## config.mk

```make
export PLATFORM = sky130hd
export DESIGN_NAME = q2r_div
export DESIGN_NICKNAME = d
export VERILOG_FILES = /design/src/rtl/core/q2r_pkg.sv /design/src/rtl/core/q2r_div.sv
export SDC_FILE = /design/constraint.sdc
export NUM_CORES = 2
export LEC_CHECK = 0
export ABC_AREA = 1
export BUFFER_PORTS_ARGS = -buffer_cell sky130_fd_sc_hd__buf_2
export CAP_MARGIN = 25
export CORE_MARGIN = 5
export CORE_UTILIZATION = 50
export DETAILED_ROUTE_END_ITERATION = 6
export GPL_TIMING_DRIVEN = 0
export PLACE_DENSITY = 0.7
export SYNTH_ARGS = -nofsm -noshare
export SYNTH_HDL_FRONTEND = slang
export SYNTH_SLANG_ARGS = --single-unit
```

## constraint.sdc

```tcl
create_clock -name aclk -period 2.9 [get_ports aclk]
set_clock_uncertainty 0.1 [all_clocks]
set_input_delay 0.725 -clock aclk [delete_from_list [all_inputs] [get_ports aclk]]
set_output_delay 0.725 -clock aclk [all_outputs]
set_load 0.01 [all_outputs]
```

## src/rtl/core/q2r_pkg.sv

```systemverilog
// Package for the quaternion to rotation matrix block: widths, types, constants.
// No dependencies.
`default_nettype none
package q2r_pkg;
    localparam int unsigned FRAC_BITS_DEF = 14;
    localparam int unsigned QW = 16;          // input component width
    localparam int unsigned MW = 16;          // matrix term width
    localparam int unsigned NW = 33;          // squared norm, at most 2^32
    localparam int unsigned TW = 35;          // signed term width
    localparam int unsigned NTERM = 9;

    typedef logic signed [TW-1:0] term_t;
    typedef logic [NW-1:0] norm_t;
endpackage
`default_nettype wire

```

## src/rtl/core/q2r_div.sv

```systemverilog
// Pipelined restoring divider: one quotient bit per stage.
// Depends on q2r_pkg.
`default_nettype none
module q2r_div
    import q2r_pkg::*;
#(
    parameter int unsigned NUM_W = 34,
    parameter int unsigned DEN_W = 34,
    parameter int unsigned Q_W = 17
) (
    input  wire logic              aclk,
    input  wire logic              en,
    input  wire logic [NUM_W-1:0]  num,
    input  wire logic [DEN_W-1:0]  den,
    output logic      [Q_W-1:0]    quo
);
    // num < den * 2^Q_W is guaranteed by the caller
    localparam int unsigned RW = DEN_W + 1;
    logic [RW-1:0]    rem_reg [Q_W+1];
    logic [NUM_W-1:0] num_reg [Q_W+1];
    logic [DEN_W-1:0] den_reg [Q_W+1];
    logic [Q_W-1:0]   q_reg   [Q_W+1];

    always_ff @(posedge aclk) begin
        if (en) begin
            rem_reg[0] <= '0;
            num_reg[0] <= num;
            den_reg[0] <= den;
            q_reg[0]   <= '0;
        end
    end

    for (genvar s = 0; s < Q_W; s++) begin : g_st
        localparam int unsigned BI = Q_W - 1 - s;
        logic [NUM_W:0] part;
        logic [RW:0]    trial;
        logic           take;
        logic [RW-1:0]  rem_next;
        always_comb begin
            // partial remainder with the next numerator bits folded in
            if (s == 0) begin
                part = {1'b0, num_reg[0] >> BI};
            end else begin
                part = {1'b0, ({{(NUM_W > RW ? NUM_W - RW : 0){1'b0}}, rem_reg[s]}
                        << 1) | NUM_W'((num_reg[s] >> BI) & NUM_W'(1))};
            end
            trial = (RW+1)'(part) - {2'b0, den_reg[s]};
            take  = ~trial[RW];
            rem_next = take ? trial[RW-1:0] : RW'(part);
        end
        always_ff @(posedge aclk) begin
            if (en) begin
                rem_reg[s+1] <= rem_next;
                num_reg[s+1] <= num_reg[s];
                den_reg[s+1] <= den_reg[s];
                q_reg[s+1]   <= q_reg[s] | (Q_W'(take) << BI);
            end
        end
    end
    assign quo = q_reg[Q_W];
endmodule
`default_nettype wire

```

# == Yosys cells after proc, flatten, opt, wreduce, memory -nomap -nowiden ==
# Memories as Yosys holds them, arrays and structs flattened.
# Cells that the tools add are included.
# word_totals
regBits,0
ram_bits,2160
input_bits,70
out_inout_bits,17
mem_count,4
# memory_table
memory,words,word_bits,read_ports,rd_clocked_by_memory_dff,wr,line_no,text
rem_reg,18,35,16,0,18,q2r_div.sv:19,logic [RW-1:0] rem_reg [Q_W+1];
den_reg,18,34,17,0,18,q2r_div.sv:21,logic [DEN_W-1:0] den_reg [Q_W+1];
num_reg,18,34,17,0,18,q2r_div.sv:20,logic [NUM_W-1:0] num_reg [Q_W+1];
q_reg,18,17,18,0,18,q2r_div.sv:22,logic [Q_W-1:0] q_reg [Q_W+1];
# classes
n_addsub,17
mux,19
bitwise,50
# ops
op,n
35-bit two-way mux,17
35-bit by 34-bit subtractor with 36-bit output,16
35-bit by 1-bit OR with 35-bit output,16
18-bit by 34-bit subtractor with 35-bit output,1
1-bit inverter,17
17-bit by 1-bit OR with 17-bit output,1
17-bit by 10-bit OR with 17-bit output,1
17-bit by 11-bit OR with 17-bit output,1
17-bit by 12-bit OR with 17-bit output,1
17-bit by 13-bit OR with 17-bit output,1
17-bit by 14-bit OR with 17-bit output,1
17-bit by 15-bit OR with 17-bit output,1
17-bit by 16-bit OR with 17-bit output,1
17-bit OR,1
17-bit by 2-bit OR with 17-bit output,1
17-bit by 3-bit OR with 17-bit output,1
17-bit by 4-bit OR with 17-bit output,1
17-bit by 5-bit OR with 17-bit output,1
17-bit by 6-bit OR with 17-bit output,1
17-bit by 7-bit OR with 17-bit output,1
17-bit by 8-bit OR with 17-bit output,1
17-bit by 9-bit OR with 17-bit output,1
1-bit two-way mux,2

# == Longest topological paths before layout ==
# An unclocked memory read counts as a cell.
# depth
depth_word,5
depth_mapped,16
depth_no_buf,15

# == Worst setup path after synthesis ==
# OpenSTA, ideal clock, no wires.
# synth_timing
path_type,register -> register
start,mem num_reg[10][6]
end,mem rem_reg[11][32] in the netlist's numbering (data pin)
setup_time_ns,0.253
arrival_time_ns,1.812
required_time_ns,2.547
setup_slack_ns,0.735
stages_incl_launch_ff,15
path_buffers,0
synth_period_minus_slack_ns,2.165
path_cell_list,edfxtp_1 > inv_1 > ha_1 > inv_1 > fa_1 > nand3_1 > nand3_1 > nand2_1 > nand2_1 > nand2_1 > nand2_1 > nand3_1 > nand3b_1 > nand3_1 > nand2_1
# synth_rtl
element,line_no
start: declaration,q2r_div.sv:20
end: declaration,q2r_div.sv:19

==> metrics.csv <==
metric,value,unit
"Max FO, Critical Path",10,
critical path launch point type,flop,
routability cong.,0.967,
Cells after Synth,11100,
clk buf depth,3,
Synth warnings,0,
number of setup violations in the final report,0,
port bufs,86,
initial antenna violation count,7,
"Top FF cell, synth",edfxtp_1,
max_slew headroom,0.272,
Max Cap Violations,0,
fin crit period,2860,ps
GRT Overall Usage,0.285,
min-delay worst type,input pin to flop,
# fillers,16400,
met1 WL,114000,µm
sequential share of the synthesized area,0.483,
total global routing overflow,0,
"EDFF count, synth",1445,
status,"complete, no violations",
Placement Setup Slack,-1720,ps
placed wire-length estimate,221000,µm
H-Tree Depth,4,
Leak,48.5,nW
"Hold Vio Cnt, Final",0,
Post-Layout Cell Count,14000,
Max Slew Vio Count,0,
Die Footprint,188000,µm²
post-route antenna net violation count,0,
core area,179000,µm²
pin count of the biggest net entering global routing,181,
routed vias/inst,5.20,
first-pass GRT wire length,405000,µm
Area Overhead vs Synth,11.3,%
CTS tree,done,
clock buffer count from CTS,157,
worst reg-to-reg setup slack,40,ps
CP cell instances,inv_1 -> ha_1 -> nand2_1 -> nor2_1 -> nand2_1 -> a21oi_1 -> nor2_1 -> nand2_2 -> inv_2 -> buf_2 -> o21ai_1,
worst-margin pin slew,1090,ps
design area,100000,µm²
post-synth cell types,39,
WL final,273000,µm
Top-Level Pins,87,
DR iter-0 viols,6338,
Die Ht,434,µm
Critical Path RT,3360,ps
area occupied by multi-input gates,38400,µm²
top cell type's share of synthesized area,0.483,
starting density of the core,0.503,
number of synthesized register bits,1445,
Reg area,43400,µm²
Post-layout nets,12100,
Area after DPL,93600,µm²
row cnt,155,
First-pass DRT Iterations,7,
setup slack after layout,38.3,ps
Clock transition at path regs,60,ps
met2 wire length,134000,µm
maximum resistive drop on vdd,0.000646,V
Power Density,1020,nW/µm²
vias in the first global route,68200,
"FFs w/ async S/R, synth",0,
Mean Syn Cell Area,8.10,µm²
vias,72700,
top post-synthesis cells by area,"edfxtp_1 48%, nand2_1 16%, inv_1 8.3%",
CP peak stage delay,630,ps
Critical-path top delay cell,edfxtp_1,
met3 wire len,14100,µm
top cell type by total area after synthesis,edfxtp_1,
"Clk Latency, worst-skew pair",820,ps
Top Layer Used,met4,
WL/cell,19.6,µm
CP arrival,3330,ps
Max Fclk,0.349,GHz
chip width,434,µm
Root Buffer,clkbuf_16,
synthesized cell area,89900,µm²
Num Clock Sinks,1445,
Inst Count DP,13600,
DR DRC count,0,
fraction of layout cells with a size suffix above 1,0.0550,
Final Cycle Share,0.987,
worst hold slack,89.8,ps
Largest register FFs,578,
crit path kind,flop to flop,
post-layout util,0.560,
crit end category,flop,
repair_timing:
item                                    4_1_cts  5_1_grt
pin swaps                                     2        3
hold buffers                                 67        0
endpoints found under the hold margin        67        0
endpoints found under the setup margin      320      263
cloned                                        3        1
buffers inserted                             16       28
resized for setup                            20       58
worst paths after layout:
path / startpoint / endpoint / depth (start not counted)
worst max-delay path: den_reg[6][27] / rem_reg[7][7] / 11
worst min-delay path: den[10] / den_reg[0][10] / 1
worst max register to register: den_reg[6][27] / rem_reg[7][7] / 11
worst min register to register: num_reg[4][10] / num_reg[5][10] / 0
layer usage:
metal | vias to the layer above | GRT usage
met3 | 466 | 0.0318
met4 | 0 | 0.110
met2 | 2088 | 0.494
met5 | - | 0
met1 | 33800 | 0.367
li1 | 36300 | -
per-stage QoR:
stage	setup TNS, ps	total power, W
2_1_floorplan	0	0.0655
3_3_place_gp	-	0.0823
3_5_place_dp	-582770	0.0818
4_1_cts	0	0.102
5_1_grt	-45.1	0.110
6_report	0	0.103
worst max-delay path, delay by kind of cell, from the launching register on:
kind | cells | cell delay [ps]
simple gates | 5 | 620
compound gates | 2 | 510
flops | 1 | 630
buf+inv | 3 | 360
fa+ha+maj | 1 | 400
layout make-up:
cell class,instances,area share
Sequential cell,1445,0.433
Multi-Input combinational cell,7551,0.383
Inverter,2015,0.0757
Clock buffer,180,0.0412
Tap cell,2355,0.0294
Timing Repair Buffer,209,0.0179
Clock inverter,100,0.0102
Buffer,101,0.00866
Antenna cell,4,0.000100
logic make-up (layout without fill, tap and decap cells):
family,count (synthesis),in the layout,share of synthesized area
DFF,1445,1445,0.483
buffers and inverters,2116,2605,0.0938
other,1,12,0.0000417
AOI/OAI and AO/OA,903,903,0.0536
and+or+nand+nor,5780,5780,0.261
adders and majority gates,577,577,0.0816
xor gates and xnor gates,283,283,0.0276
power breakdown:
part	internal (W)	leakage, nW	switching (W)	total, W
logic	0.0161	31.8	0.0330	0.0490
registers	0.0297	14.2	0.00379	0.0335
clock network	0.0115	2.47	0.00844	0.0200
total	0.0573	48.5	0.0452	0.103
placed cells by master (no fill, tap or decap), types with 12 or more instances in the layout:
master         instances
bufinv_16             14
inv_1               1981
a21o_1                22
nand4_1               81
clkinv_1              48
nor2_1               861
a21oi_1              417
edfxtp_1            1445
o21bai_1              47
and3_1                16
nor2_2                22
a21oi_2               20
ha_1                 560
clkinv_2              15
nand3b_1              91
o21ai_0              224
nand2_1             3931
nand2_2               47
clkbuf_1              18
o21a_1                16
dlygate4sd3_1         67
buf_6                 35
o211ai_1              12
nand3_1              582
inv_6                 12
xor2_1               155
buf_4                 63
nand3_2               33
clkbuf_16            163
inv_2                 13
buf_2                121
o21ai_1              135
xnor2_1              128
nor3_1                95
clkinvlp_4            12
synth_stat cells (19+ instances only):
master / n
nor2_2: 23
o21ai_0: 226
buf_2: 38
nand4_1: 81
edfxtp_1: 1445
a21o_1: 22
nand2_1: 3951
nand3b_1: 91
xor2_1: 155
nor3_1: 95
inv_1: 1984
a21oi_1: 427
buf_6: 35
nor2_1: 865
o21ai_1: 133
nand2_2: 28
ha_1: 561
o21bai_1: 47
buf_4: 19
xnor2_1: 128
nand3_1: 600
Note: power is estimated with default switching activity, not from simulation.
